==> src/sv/bir_pkg.sv <==
// ----------------------------------------------------------------------------
// bir_pkg
// Shared types and constants of the bicubic image resampler.
// ----------------------------------------------------------------------------
`timescale 1ns / 1ps

package bir_pkg;

   localparam int PIX_W      = 16;
   localparam int COORD_W    = 7;
   localparam int BAND_W     = 2;
   localparam int FRAC_IN_W  = 8;
   localparam int SIZE_W     = 8;
   localparam int CSR_IDX_W  = 2;
   localparam int CSR_DATA_W = 16;
   localparam int CNT_W      = 5;

   typedef enum logic [0:0] {
      KIND_LOAD  = 1'b0,
      KIND_QUERY = 1'b1
   } kind_type;

   localparam logic [CSR_IDX_W-1:0] CSR_IMAGE_WIDTH  = 2'd0;
   localparam logic [CSR_IDX_W-1:0] CSR_IMAGE_HEIGHT = 2'd1;
   localparam logic [CSR_IDX_W-1:0] CSR_MAX_OUTPUT   = 2'd2;

   localparam logic [SIZE_W-1:0] RST_IMAGE_WIDTH  = 8'd128;
   localparam logic [SIZE_W-1:0] RST_IMAGE_HEIGHT = 8'd128;
   localparam logic [PIX_W-1:0]  RST_MAX_OUTPUT   = 16'd1023;

   // fetch schedule: reads 0..15, window shifts 1..16, row passes start at 4, 8, 12 and 16
   localparam logic [CNT_W-1:0] CNT_LAST_READ  = 5'd15;
   localparam logic [CNT_W-1:0] CNT_LAST_SHIFT = 5'd16;
   localparam logic [CNT_W-1:0] CNT_FIRST_CAP  = 5'd8;
   localparam logic [CNT_W-1:0] CNT_START_V    = 5'd20;
   localparam logic [CNT_W-1:0] CNT_LAST       = 5'd23;

   typedef enum logic [2:0] {
      ST_IDLE,
      ST_WRITE,
      ST_PREP,
      ST_FETCH,
      ST_FINISH
   } bir_state_type;

   typedef struct packed {
      logic       latch;
      logic       write;
      logic       prep;
      logic       rd_en;
      logic [3:0] tap;
      logic       shift;
      logic       start_h;
      logic       cap_h;
      logic       start_v;
      logic       load_out;
   } bir_cmd_type;

   typedef struct packed {
      logic req_query;
      logic req_band_ok;
      logic out_free;
   } bir_sts_type;

endpackage

==> src/sv/bir_ctrl.sv <==
// ----------------------------------------------------------------------------
// bir_ctrl
// Controller: accepts transactions and sequences the neighbour fetch, the
// four row passes, the column pass and the result hand-off.
// ----------------------------------------------------------------------------
`timescale 1ns / 1ps

module bir_ctrl (
   input  logic                 clock,
   input  logic                 reset,
   input  logic                 req_valid,
   output logic                 req_ready,
   input  bir_pkg::bir_sts_type sts,
   output bir_pkg::bir_cmd_type cmd
);
   import bir_pkg::*;

   bir_state_type    state_ff;
   bir_state_type    state_in;
   logic [CNT_W-1:0] cnt_ff;
   logic [CNT_W-1:0] cnt_in;
   logic             accept;

   assign accept = req_valid && req_ready;

   always_comb begin
      state_in = state_ff;
      unique case (state_ff)
         ST_IDLE: begin
            if (accept) begin
               priority if (!sts.req_query) begin
                  state_in = ST_WRITE;
               end else if (sts.req_band_ok) begin
                  state_in = ST_PREP;
               end else begin
                  state_in = ST_FINISH;
               end
            end
         end
         ST_WRITE:  state_in = ST_IDLE;
         ST_PREP:   state_in = ST_FETCH;
         ST_FETCH: begin
            if (cnt_ff == CNT_LAST) begin
               state_in = ST_FINISH;
            end
         end
         ST_FINISH: begin
            if (sts.out_free) begin
               state_in = ST_IDLE;
            end
         end
         default:   state_in = ST_IDLE;
      endcase
      cnt_in = ((state_ff == ST_FETCH) && (cnt_ff != CNT_LAST)) ? cnt_ff + CNT_W'(1) : '0;
   end

   always_ff @(posedge clock) begin
      if (reset) begin
         state_ff <= ST_IDLE;
         cnt_ff   <= '0;
      end else begin
         state_ff <= state_in;
         cnt_ff   <= cnt_in;
      end
   end

   always_comb begin
      req_ready    = (state_ff == ST_IDLE);
      cmd.latch    = accept;
      cmd.write    = (state_ff == ST_WRITE);
      cmd.prep     = (state_ff == ST_PREP);
      cmd.tap      = cnt_ff[3:0];
      cmd.rd_en    = (state_ff == ST_FETCH) && (cnt_ff <= CNT_LAST_READ);
      cmd.shift    = (state_ff == ST_FETCH) && (cnt_ff != '0) && (cnt_ff <= CNT_LAST_SHIFT);
      cmd.start_h  = (state_ff == ST_FETCH) && (cnt_ff[1:0] == 2'd0) && (cnt_ff != '0)
                     && (cnt_ff <= CNT_LAST_SHIFT);
      cmd.cap_h    = (state_ff == ST_FETCH) && (cnt_ff[1:0] == 2'd0)
                     && (cnt_ff >= CNT_FIRST_CAP) && (cnt_ff <= CNT_LAST_SHIFT);
      cmd.start_v  = (state_ff == ST_FETCH) && (cnt_ff == CNT_START_V);
      cmd.load_out = (state_ff == ST_FINISH) && sts.out_free;
   end

   a_accept_leaves_idle: assert property (@(posedge clock) disable iff (reset)
      accept |=> (state_ff != ST_IDLE))
      else $error("accepted transaction left no work");

   a_fetch_ends: assert property (@(posedge clock) disable iff (reset)
      (state_ff == ST_FETCH && cnt_ff == CNT_LAST) |=> (state_ff == ST_FINISH))
      else $error("fetch did not end at its last step");

   a_cnt_idle_zero: assert property (@(posedge clock) disable iff (reset)
      (state_ff != ST_FETCH) |-> (cnt_ff == '0))
      else $error("step counter not cleared outside fetch");
endmodule

==> config.mk <==
export PLATFORM = sky130hd
export DESIGN_NAME = bir_ctrl
export DESIGN_NICKNAME = d
export VERILOG_FILES = /design/src/sv/bir_pkg.sv /design/src/sv/bir_ctrl.sv
export SDC_FILE = /design/constraint.sdc
export NUM_CORES = 1
export LEC_CHECK = 0
export BUFFER_PORTS_ARGS = -buffer_cell sky130_fd_sc_hd__buf_2
export CELL_PAD_IN_SITES_DETAIL_PLACEMENT = 1
export CELL_PAD_IN_SITES_GLOBAL_PLACEMENT = 1
export CORE_UTILIZATION = 30
export DETAILED_ROUTE_END_ITERATION = 10
export PLACE_DENSITY = 0.71
export SETUP_SLACK_MARGIN = 0.02
export SLEW_MARGIN = 25
export SYNTH_ARGS = -nofsm -noshare
export SYNTH_HDL_FRONTEND = slang
export SYNTH_SLANG_ARGS = --single-unit
==> constraint.sdc <==
create_clock -name clock -period 1.5 [get_ports clock]
set_clock_uncertainty 0.2 [all_clocks]
set_input_delay 0 -clock clock [delete_from_list [all_inputs] [get_ports clock]]
set_output_delay 0 -clock clock [all_outputs]
set_load 0.01 [all_outputs]
==> results of run 1 <==
placed cells by master (no fill, tap or decap), types with 3 or more instances in the layout:
cell type / Yosys / layout
sky130_fd_sc_hd__buf_2: 0 / 19
sky130_fd_sc_hd__buf_4: 6 / 12
sky130_fd_sc_hd__nor2_1: 10 / 10
sky130_fd_sc_hd__dfxtp_2: 0 / 4
sky130_fd_sc_hd__dlygate4sd3_1: 0 / 4
sky130_fd_sc_hd__inv_1: 5 / 3
sky130_fd_sc_hd__xnor2_1: 3 / 3
sky130_fd_sc_hd__nor2_2: 4 / 3
sky130_fd_sc_hd__ha_4: 0 / 3
sky130_fd_sc_hd__clkbuf_4: 0 / 3
what timing repair did:
action / CTS / global route
setup buffers: 5 / 0
pin swaps: 3 / 2
endpoints found under the setup margin: 6 / 11
resized for setup: 16 / 6
hold buffers: 4 / 0
endpoints found under the hold margin: 8 / 0
area by class of cell:
class,instances,area share [%]
Tap cell,25,3.516
Inverter,5,2.110
Multi-Input combinational cell,49,47.12
Sequential cell,8,19.41
Timing Repair Buffer,35,25.32
Clock buffer,3,2.532
kinds of logic (layout without fill, tap and decap cells):
kind of cell,Yosys count,after routing,share of synthesized area [%]
compound gates,7,7,8.195
xor+xnor,4,4,5.739
fa+ha+maj,3,3,6.148
buf+inv,14,43,15.98
flops,8,8,26.23
mux,1,1,1.639
simple gates,34,34,36.07
routing by layer:
metal | track usage, % | vias to the layer above | routed length [um]
li1 | - | 297 | -
met1 | 21.76 | 270 | 736
met2 | 29.44 | 11 | 836
met3 | 3.462 | 2 | 34
met4 | 8.571 | 0 | 19
met5 | 0 | - | 0
state kept, by name (all words and copies together), names as in the netlist:
register  flops
cnt_ff        5
state_ff      3
worst register-to-register path, cell delays in order (launching register included):
cell and delay (ns):
sky130_fd_sc_hd__dfxtp_4 0.36, sky130_fd_sc_hd__ha_4 0.16, sky130_fd_sc_hd__buf_4 0.13, sky130_fd_sc_hd__and4b_1 0.17, sky130_fd_sc_hd__or3_4 0.42, sky130_fd_sc_hd__nor2_2 0.09
how the worst min path moves through the flow:
stage / to / startpoint / slack (ns) / cells past startpoint
finish: state_ff[1] / req_valid / 0.03 / 4
global route: state_ff[1] / req_valid / 0.07 / 4
CTS: state_ff[1] / req_valid / 0.03 / 4
detailed placement: cnt_ff[2] / reset / 0.03 / 2
global placement: cnt_ff[2] / reset / 0.03 / 2
floorplan: cnt_ff[2] / reset / -0.12 / 1
metrics by stage:
stage,cell area (um^2),utilization [%]
3_3_place_gp,710.7,39.04
5_1_grt,889.6,48.87
4_1_cts,875.8,48.11
3_5_place_dp,710.7,39.04
6_report,889.6,48.87
2_1_floorplan,610.6,-
power by group:
group	total (mW)	internal (mW)	switching [mW]	leakage, nW
clock network	0.163	0.0914	0.0719	0.0138
logic	0.130	0.0718	0.0578	0.327
registers	0.238	0.220	0.0186	0.0683
total	0.531	0.383	0.148	0.409
==> impl_summary.log, run 1 <==
[metrics] gate family responsible for the most delay along the worst path: simple AND/OR/NAND/NOR gates
[metrics] endpoint class of the critical path: flop
[metrics] CP max-delay cell: sky130_fd_sc_hd__or3_4
[metrics] fraction of post-synthesis cell area in the top cell type by area: 26.23%
[metrics] Die X-Extent: 47.12 um
[metrics] average wire per standard cell: 13.02 um
[metrics] Initial Utilization: 33.54%
[metrics] power per cell area: 597.1 mW/mm^2
[metrics] DRT Wirelength: 1628 um
[metrics] count of cells along the worst register-to-register path: 5
[metrics] Filler cells: 224
[metrics] classification of the worst-slack hold path: primary input to flop
[metrics] Critical Path, Cell by Cell: ha_4, buf_4, and4b_1, or3_4, nor2_2
[metrics] core area: 0.001821 mm^2
[metrics] overall global routing resource usage: 17.68%
[metrics] post-synth net total: 80
[metrics] worst-path fanout max: 4
[metrics] DP Worst Slack: -0.0005570 ns
[metrics] mean instance size in the synthesized netlist: 8.600 um^2
[metrics] first-pass GRT wire length: 2656 um
[metrics] source of the worst register-to-register timing path: cnt_ff[1]
[metrics] number of max-slew violations in the final report: 0
[metrics] overall power: 531.2 uW
[metrics] Slew Limit Headroom: 80.69%
[metrics] full die area: 0.002220 mm^2
[metrics] most instantiated library cell after synthesis: sky130_fd_sc_hd__nor2_1
[metrics] accumulated negative setup slack: -0.4225 ns
[metrics] share of cells above drive strength 1: 58.00%
[metrics] Register-to-Register Setup Slack: -0.08 ns
[metrics] final period utilization: 105.4%
[metrics] number of vias after detailed routing: 580
[metrics] post-detailed-route DRC marker count: 0
[metrics] endpoint of the worst-slack reg-to-reg timing path: cnt_ff[1]
[metrics] Final Setup Violations: 9
[metrics] outcome: finished with violations
[metrics] post-route minimum period: 1.582 ns
[metrics] FF/Latch Area: 172.7 um^2
[metrics] setup repair after global routing missed its margin: yes
[metrics] max-cap check violation count: 0
[metrics] antenna violations before repair: 0
[metrics] number of enable flip-flop cells after synthesis: 0
[metrics] aggregate global routing overflow: 0
[metrics] total inserted antenna cells: 0
[metrics] Post-synth top flop: sky130_fd_sc_hd__dfxtp_1
[metrics] most used standard cells in the synthesized netlist: 10 x sky130_fd_sc_hd__nor2_1, 8 x sky130_fd_sc_hd__dfxtp_1, 6 x sky130_fd_sc_hd__buf_4, 5 x sky130_fd_sc_hd__inv_1, 4 x sky130_fd_sc_hd__nor2_2
[metrics] clock tree from TritonCTS: yes
[metrics] number of synthesized register bits: 8
[metrics] initial detailed-routing violation count: 8
[metrics] non-filler instance count after layout: 125
[metrics] largest buffer count on any clock path: 2
[metrics] number of distinct standard cells referenced by the synthesized netlist: 28
[metrics] DRT antenna net count: 0
[metrics] number of buffers added by the clock tree synthesis step: 3
[metrics] total half-perimeter wirelength after legalization and detailed placement: 1117 um
[metrics] Layout area overhead: 45.70%
[metrics] largest stage delay on the critical path: 0.42 ns
[metrics] Die Ht: 47.12 um
[metrics] start-to-end type of the worst setup path: flop to flop
[metrics] number of core rows: 15
[metrics] count of placed standard cells including taps: 113
[metrics] share of synthesized area occupied by flip-flops and latches: 26.23%
[metrics] fraction of registers with async set/reset: 0%
[metrics] clock latency reported for the late side of the worst-skew pair: 0.26 ns
[metrics] Crit path buffers/inverters: 1
[metrics] count of pins on the block boundary: 20
[metrics] worst-case vdd ir drop: 339.1 uV
[metrics] library cell with the largest summed area after synthesis: sky130_fd_sc_hd__dfxtp_1
[metrics] number of global-route vias before repair: 601
[metrics] origin of the worst setup path: cnt_ff[1]
[metrics] count of endpoints failing hold in the final timing report: 0
[metrics] first-pass iteration count of the detailed router: 2
[metrics] average via count per standard cell: 4.640
[metrics] Reg clk slew, reported paths: 0.05 ns
[metrics] endpoint arrival time on the critical path: 1.57 ns
[metrics] final hold slack: 0.03017 ns
[metrics] number of clock sinks seen by CTS: 8
[metrics] slew of the pin with the lowest slew margin: 0.2866 ns
[metrics] combined area of the multi-input logic cells: 419.2 um^2
[metrics] NumNets Final: 111
[metrics] Crit path required time: 1.49 ns
[metrics] number of standard cells after synthesis: 71
[metrics] routability congestion estimate from global placement: 0.7161
[metrics] buffer cell driving the clock tree root: sky130_fd_sc_hd__clkbuf_4
[metrics] Synthesis Warnings: 0
[metrics] number of levels in the clock H-tree: 1
[metrics] Worst Setup Start Kind: flop
[metrics] capturing instance or port of the critical path: cnt_ff[1]
[metrics] most area-consuming cells after synthesis: sky130_fd_sc_hd__dfxtp_1 26%, sky130_fd_sc_hd__buf_4 7.4%, sky130_fd_sc_hd__ha_1 6.1%, sky130_fd_sc_hd__nor2_1 6.1%, sky130_fd_sc_hd__buf_6 5.5%
[metrics] least setup slack across all paths after layout: -0.08174 ns
[metrics] # port buffers: 19
[metrics] highest attainable clock frequency: 632.2 MHz
[metrics] static leakage: 0.4089 nW
[metrics] post-synthesis instance area: 610.6 um^2
[metrics] largest net degree at the start of global routing: 9
[metrics] logic depth of the worst setup path including buffers: 5
[metrics] violations in the final reports: setup timing
(Power assumes the default switching activity.)
==> inputs of run 2 (changes only) <==
--- a/config.mk
+++ b/config.mk
@@ -10,7 +10,8 @@
 export CELL_PAD_IN_SITES_GLOBAL_PLACEMENT = 1
 export CORE_UTILIZATION = 30
 export DETAILED_ROUTE_END_ITERATION = 10
-export PLACE_DENSITY = 0.71
+export PLACE_DENSITY = 0.68
+export REMOVE_ABC_BUFFERS = 1
 export SETUP_SLACK_MARGIN = 0.02
 export SLEW_MARGIN = 25
 export SYNTH_ARGS = -nofsm -noshare
==> constraint.sdc (replaced) <==
create_clock -name clock -period 1.8 [get_ports clock]
set_clock_uncertainty 0.2 [all_clocks]
set_input_delay 0 -clock clock [delete_from_list [all_inputs] [get_ports clock]]
set_output_delay 0 -clock clock [all_outputs]
set_load 0.01 [all_outputs]
==> run 2 against run 1 <==
Compared with the run above: the flow now finishes without violations; first-iteration DRC count is 50% lower; global-route usage is 2.5 points lower; worst setup slack better by 0.19 ns; sequential power is 15% lower; combinational power is 28% lower; register-to-register slack better by 0.36 ns; via count is 8.4% lower; clock power is 15% lower; core utilization is 8.0 points lower; die area stayed put; critical path type is now flop to output pin; largest cell class unchanged; largest power group unchanged; highest routed layer unchanged.
==> impl_summary.log, run 2 (same netlist as run 1, synthesis figures left out) <==
[metrics] Die Ht: 47.12 um (unchanged)
[metrics] average wire per standard cell: 12.44 um (was 13.02 um)
[metrics] total half-perimeter wirelength after legalization and detailed placement: 1029 um (was 1117 um)
[metrics] initial detailed-routing violation count: 4 (was 8)
[metrics] setup repair after global routing missed its margin: no (was yes)
[metrics] first-pass iteration count of the detailed router: 4 (was 2)
[metrics] largest registers ranked by flip-flop count: cnt_ff: 5 flops, state_ff: 3 flops (unchanged)
[metrics] number of vias after detailed routing: 531 (was 580)
[metrics] worst-path fanout max: 6 (was 4)
[metrics] Comb power frac: 21.4% (was 24.4%)
[metrics] combined area of the multi-input logic cells: 365.4 um^2 (was 419.2 um^2)
[metrics] count of cells along the worst register-to-register path: 3 (was 5)
[metrics] final hold slack: 0.03099 ns (was 0.03017 ns)
[metrics] aggregate global routing overflow: 0 (unchanged)
[metrics] average via count per standard cell: 4.658 (was 4.640)
[metrics] largest net degree at the start of global routing: 11 (was 9)
[metrics] highest attainable clock frequency: 592.2 MHz
[metrics] NumNets Final: 100 (was 111)
[metrics] slew of the pin with the lowest slew margin: 0.3475 ns (was 0.2866 ns)
[metrics] Final Setup Violations: 0 (was 9)
[metrics] largest buffer count on any clock path: 2 (unchanged)
[metrics] Slew Limit Headroom: 76.80% (was 80.69%)
[metrics] outcome: finished, final reports clean (was finished with violations)
[metrics] DRT Wirelength: 1418 um (was 1628 um)
[metrics] Worst Setup Start Kind: flop (unchanged)
[metrics] overall power: 436.5 uW (was 531.2 uW)
[metrics] number of clock sinks seen by CTS: 8 (unchanged)
[metrics] count of endpoints failing hold in the final timing report: 0 (unchanged)
[metrics] share of cells above drive strength 1: 42.70% (was 58.00%)
[metrics] final period utilization: 93.82%
[metrics] number of flip-flops in the largest register: 5 (unchanged)
[metrics] endpoint class of the critical path: output pin (was flop)
[metrics] number of core rows: 15 (unchanged)
[metrics] FF/Latch Area: 163.9 um^2 (was 172.7 um^2)
[metrics] clock tree from TritonCTS: yes (unchanged)
[metrics] Filler cells: 236 (was 224)
[metrics] post-route minimum period: 1.689 ns
[metrics] power per cell area: 586.3 mW/mm^2 (was 597.1 mW/mm^2)
[metrics] count of pins on the block boundary: 20 (unchanged)
[metrics] number of max-slew violations in the final report: 0 (unchanged)
[metrics] classification of the worst-slack hold path: primary input to flop (unchanged)
[metrics] first-pass GRT wire length: 2352 um (was 2656 um)
[metrics] endpoint arrival time on the critical path: 1.49 ns (was 1.57 ns)
[metrics] clock latency reported for the late side of the worst-skew pair: 0.26 ns (about the same)
[metrics] Crit path required time: 1.60 ns (was 1.49 ns)
[metrics] proportion of power drawn by the clock network: 31.9% (was 30.7%)
[metrics] buffer cell driving the clock tree root: sky130_fd_sc_hd__clkbuf_4 (unchanged)
[metrics] post-detailed-route DRC marker count: 0 (unchanged)
[metrics] number of global-route vias before repair: 539 (was 601)
[metrics] most frequent cells in the layout: 19 x sky130_fd_sc_hd__buf_2, 10 x sky130_fd_sc_hd__nor2_1, 5 x sky130_fd_sc_hd__inv_1, 5 x sky130_fd_sc_hd__dfxtp_1 (was 19 x sky130_fd_sc_hd__buf_2, 12 x sky130_fd_sc_hd__buf_4, 10 x sky130_fd_sc_hd__nor2_1)
[metrics] net switching fraction of the power: 28.41% (was 27.91%)
[metrics] depth of the worst hold-timing path: 4 (unchanged)
[metrics] Die X-Extent: 47.12 um (unchanged)
[metrics] start-to-end type of the worst setup path: flop to output pin (was flop to flop)
[metrics] full die area: 0.002220 mm^2 (unchanged)
[metrics] max-cap check violation count: 0 (unchanged)
[metrics] total inserted antenna cells: 0 (unchanged)
[metrics] routability congestion estimate from global placement: 0.7204 (was 0.7161)
[metrics] Net Switching: 124.0 uW (was 148.2 uW)
[metrics] Internal: 312.4 uW (was 382.9 uW)
[metrics] Reg clk slew, reported paths: 0.05 ns (about the same)
[metrics] Layout area overhead: 21.93% (was 45.70%)
[metrics] number of buffers added by the clock tree synthesis step: 3 (unchanged)
[metrics] Top reg by flops: cnt_ff (unchanged)
[metrics] Layout Utilization: 40.89% (was 48.87%)
[metrics] most common cell after layout, fill and taps aside: sky130_fd_sc_hd__buf_2 (unchanged)
[metrics] Initial Utilization: 33.54% (unchanged)
[metrics] # port buffers: 19 (unchanged)
[metrics] sequential share of power: 46.6% (was 44.9%)
[metrics] accumulated negative setup slack: 0 ns (was -0.4225 ns)
[metrics] worst-case vdd ir drop: 357.2 uV (was 339.1 uV)
[metrics] overall global routing resource usage: 15.20% (was 17.68%)
[metrics] number of levels in the clock H-tree: 1 (unchanged)
[metrics] static leakage: 0.3422 nW (was 0.4089 nW)
[metrics] antenna violations before repair: 0 (unchanged)
[metrics] DRT antenna net count: 0 (unchanged)
[metrics] core area: 0.001821 mm^2 (unchanged)
[run 2: cell types whose count changed in the layout (fill, tap and decap cells not counted), moves of 2 or more]
cell                      before  now
sky130_fd_sc_hd__ha_4          3    0
sky130_fd_sc_hd__buf_4        12    1
sky130_fd_sc_hd__inv_1         3    5
sky130_fd_sc_hd__ha_1          0    2
sky130_fd_sc_hd__dfxtp_4       2    0
sky130_fd_sc_hd__inv_2         2    0
sky130_fd_sc_hd__dfxtp_1       2    5
[run 2: worst paths after layout]
check,startpoint,to,slack (ns)
min,req_valid,state_ff[0],0.03
max reg2reg,cnt_ff[3],cnt_ff[3],0.28
max,cnt_ff[0],cmd[9],0.11
min reg2reg,cnt_ff[0],cnt_ff[0],0.26
[run 2: per-stage QoR]
stage	cells	area, um^2	worst slack (ns)
floorplan	62	531.8	0.2809
global placement	107	665.6	0.2901
detailed placement	107	665.6	0.2503
CTS	114	728.2	0.02308
global route	114	744.5	0.03418
finish	114	744.5	0.1113
[run 2: cell type report]
| class | instances | share of cell area (%) |
|---|---|---|
| clock buffer | 3 | 3.025 |
| multi-input combinational | 49 | 49.08 |
| sequential | 8 | 22.02 |
| inverter | 5 | 2.521 |
| timing repair buffer | 24 | 19.16 |
| tap | 25 | 4.202 |
[run 2: power groups by stage]
| stage | sequential [mW] | combinational (mW) | clock, mW |
|---|---|---|---|
| 3_3_place_gp | 0.206 | 0.0853 | 0 |
| 3_5_place_dp | 0.206 | 0.0870 | 0 |
| 6_report | 0.203 | 0.0936 | 0.139 |
| 4_1_cts | 0.202 | 0.0940 | 0.148 |
| 2_1_floorplan | 0.203 | 0.0541 | 0 |
| 5_1_grt | 0.206 | 0.104 | 0.153 |
[run 2: layer usage]
layer	part of all wire [%]	vias up	track usage, %
li1	-	272	-
met3	2.1	2	3.462
met1	47	249	20.56
met2	50	8	23.89
met4	0.99	0	5.143
met5	0	-	0
[run 2: what timing repair did]
item                                   CTS  global route
gates resized for setup                  0             6
setup endpoints to repair                0             3
hold buffers                             4             0
buffers inserted                         0             0
endpoints found under the hold margin    8             0
[run 2: worst max-delay path, stage by stage (launching register included)]
cell	delay (ns)
sky130_fd_sc_hd__dfxtp_2	0.34
sky130_fd_sc_hd__ha_2	0.21
sky130_fd_sc_hd__and3_2	0.22
sky130_fd_sc_hd__ha_1	0.19
sky130_fd_sc_hd__a21oi_2	0.10
sky130_fd_sc_hd__nor2_1	0.04
sky130_fd_sc_hd__buf_2	0.13
==> inputs of run 3 (changes only) <==
--- a/config.mk
+++ b/config.mk
@@ -10,6 +10,7 @@
 export CELL_PAD_IN_SITES_GLOBAL_PLACEMENT = 1
 export CORE_UTILIZATION = 30
 export DETAILED_ROUTE_END_ITERATION = 10
+export MAX_ROUTING_LAYER = met4
 export PLACE_DENSITY = 0.68
 export REMOVE_ABC_BUFFERS = 1
 export SETUP_SLACK_MARGIN = 0.02
==> run 3 against run 2 <==
Compared with the run above: via count fell by 1.1%; first-iteration DRC count did not move; non-clock buffer count did not move; critical path type unchanged; largest cell class unchanged; highest routed layer unchanged.
==> impl_summary.log, run 3 (same netlist as run 1, synthesis figures left out) <==
[metrics] Die X-Extent: 47.12 um (unchanged)
[metrics] aggregate global routing overflow: 0 (unchanged)
[metrics] count of pins on the block boundary: 20 (unchanged)
[metrics] final period utilization: 93.68% (was 93.82%)
[metrics] Top reg by flops: cnt_ff (unchanged)
[metrics] number of flip-flops in the largest register: 5 (unchanged)
[metrics] total inserted antenna cells: 0 (unchanged)
[metrics] Filler cells: 236 (unchanged)
[metrics] Layout Utilization: 40.89% (unchanged)
[metrics] overall global routing resource usage: 15.78% (was 15.20%)
[metrics] largest buffer count on any clock path: 2 (unchanged)
[metrics] largest registers ranked by flip-flop count: cnt_ff: 5 flops, state_ff: 3 flops (unchanged)
[metrics] # port buffers: 19 (unchanged)
[metrics] worst-path fanout max: 6 (unchanged)
[metrics] most frequent cells in the layout: 19 x sky130_fd_sc_hd__buf_2, 10 x sky130_fd_sc_hd__nor2_1, 5 x sky130_fd_sc_hd__inv_1, 5 x sky130_fd_sc_hd__dfxtp_1 (unchanged)
[metrics] Post-CTS Setup Bufs: 0 (unchanged)
[metrics] power per cell area: 585.2 mW/mm^2 (was 586.3 mW/mm^2)
[metrics] routability congestion estimate from global placement: 0.7289 (was 0.7204)
[metrics] DRT Wirelength: 1429 um (was 1418 um)
[metrics] full die area: 0.002220 mm^2 (unchanged)
[metrics] post-detailed-route DRC marker count: 0 (unchanged)
[metrics] average wire per standard cell: 12.54 um (was 12.44 um)
[metrics] Initial Utilization: 33.54% (unchanged)
[metrics] number of buffers added by the clock tree synthesis step: 3 (unchanged)
[metrics] NumNets Final: 100 (unchanged)
[metrics] most common cell after layout, fill and taps aside: sky130_fd_sc_hd__buf_2 (unchanged)
[metrics] Reg clk slew, reported paths: 0.05 ns (about the same)
[metrics] slew of the pin with the lowest slew margin: 0.3507 ns (was 0.3475 ns)
[metrics] highest attainable clock frequency: 593.0 MHz (was 592.2 MHz)
[metrics] max-cap check violation count: 0 (unchanged)
[metrics] accumulated negative setup slack: 0 ns (unchanged)
[metrics] initial detailed-routing violation count: 4 (unchanged)
[metrics] first-pass GRT wire length: 2366 um (was 2352 um)
[metrics] number of core rows: 15 (unchanged)
[metrics] number of max-slew violations in the final report: 0 (unchanged)
[metrics] worst-case vdd ir drop: 358.6 uV (was 357.2 uV)
[metrics] Die Ht: 47.12 um (unchanged)
[metrics] setup repair after global routing missed its margin: no (unchanged)
[metrics] endpoint arrival time on the critical path: 1.49 ns (about the same)
[metrics] start-to-end type of the worst setup path: flop to output pin (unchanged)
[metrics] Slew Limit Headroom: 76.59% (was 76.80%)
[metrics] number of levels in the clock H-tree: 1 (unchanged)
[metrics] DRT antenna net count: 0 (unchanged)
[metrics] number of clock sinks seen by CTS: 8 (unchanged)
[metrics] antenna violations before repair: 0 (unchanged)
[metrics] outcome: finished, final reports clean (unchanged)
[metrics] largest net degree at the start of global routing: 11 (unchanged)
[metrics] static leakage: 0.3422 nW (unchanged)
[metrics] total half-perimeter wirelength after legalization and detailed placement: 1029 um (unchanged)
[metrics] count of endpoints failing hold in the final timing report: 0 (unchanged)
[metrics] classification of the worst-slack hold path: primary input to flop (unchanged)
[metrics] buffer cell driving the clock tree root: sky130_fd_sc_hd__clkbuf_4 (unchanged)
[metrics] Final Setup Violations: 0 (unchanged)
[metrics] clock latency reported for the late side of the worst-skew pair: 0.25 ns (was 0.26 ns)
[metrics] number of vias after detailed routing: 525 (was 531)
[metrics] Worst Setup Start Kind: flop (unchanged)
[metrics] endpoint class of the critical path: output pin (unchanged)
[metrics] average via count per standard cell: 4.605 (was 4.658)
[metrics] Crit path required time: 1.60 ns (about the same)
[metrics] clock tree from TritonCTS: yes (unchanged)
[metrics] post-route minimum period: 1.686 ns (was 1.689 ns)
[metrics] number of global-route vias before repair: 531 (was 539)
[metrics] core area: 0.001821 mm^2 (unchanged)
[metrics] Layout area overhead: 21.93% (unchanged)
[metrics] share of cells above drive strength 1: 42.70% (unchanged)
[metrics] first-pass iteration count of the detailed router: 3 (was 4)
## run 3: cell type report
| class | instances | area [um^2] | share of cell area (%) |
|---|---|---|---|
| clock buffer | 3 | 22.52 | 3.025 |
| inverter | 5 | 18.77 | 2.521 |
| multi-input combinational | 49 | 365.4 | 49.08 |
| sequential | 8 | 163.9 | 22.02 |
| tap | 25 | 31.28 | 4.202 |
| timing repair buffer | 24 | 142.6 | 19.16 |
## run 3: routing by layer
metal | share of wire, % | global-route usage, % | vias up | wire [um]
met4 | 0.56 | 5.143 | 0 | 8
met2 | 50 | 23.89 | 9 | 715
li1 | - | - | 271 | -
met1 | 47 | 20.79 | 243 | 668
met3 | 2.5 | 3.462 | 2 | 36
met5 | 0 | - | - | 0
## run 3: final timing paths
kind              from           to  slack (ns)  cells past startpoint
max reg2reg  cnt_ff[3]    cnt_ff[3]        0.28                      3
max          cnt_ff[0]       cmd[9]        0.11                      6
min reg2reg  cnt_ff[0]    cnt_ff[0]        0.26                      1
min          req_valid  state_ff[0]        0.03                      4
## run 3: power breakdown
part / leakage (nW) / switching (mW) / internal (mW)
Clock: 0.0138 / 0.0618 / 0.0764
Combinational: 0.262 / 0.0428 / 0.0508
Sequential: 0.0663 / 0.0186 / 0.185
Total: 0.342 / 0.123 / 0.312
## run 3: what timing repair did
action,CTS,global route
setup endpoints to repair,0,3
hold buffers,4,0
resized for setup,0,6
endpoints found under the hold margin,8,0
## run 3: critical path, cell delays in order, from the launching register on
cell and delay (ns):
sky130_fd_sc_hd__dfxtp_2 0.34, sky130_fd_sc_hd__ha_2 0.21, sky130_fd_sc_hd__and3_2 0.22, sky130_fd_sc_hd__ha_1 0.19, sky130_fd_sc_hd__a21oi_2 0.10, sky130_fd_sc_hd__nor2_1 0.04, sky130_fd_sc_hd__buf_2 0.13
## run 3: per-stage QoR
step / instance area [um^2] / hold slack [ns] / total power [mW] / worst slack, ns / instances
2_1_floorplan: 531.8 / -0.1226 / 0.2573 / 0.2809 / 62
3_3_place_gp: 665.6 / 0.03118 / 0.2910 / 0.2901 / 107
3_5_place_dp: 665.6 / 0.03444 / 0.2929 / 0.2503 / 107
4_1_cts: 728.2 / 0.03127 / 0.4441 / 0.02308 / 114
5_1_grt: 744.5 / 0.03520 / 0.4642 / 0.03418 / 114
6_report: 744.5 / 0.03322 / 0.4356 / 0.1138 / 114
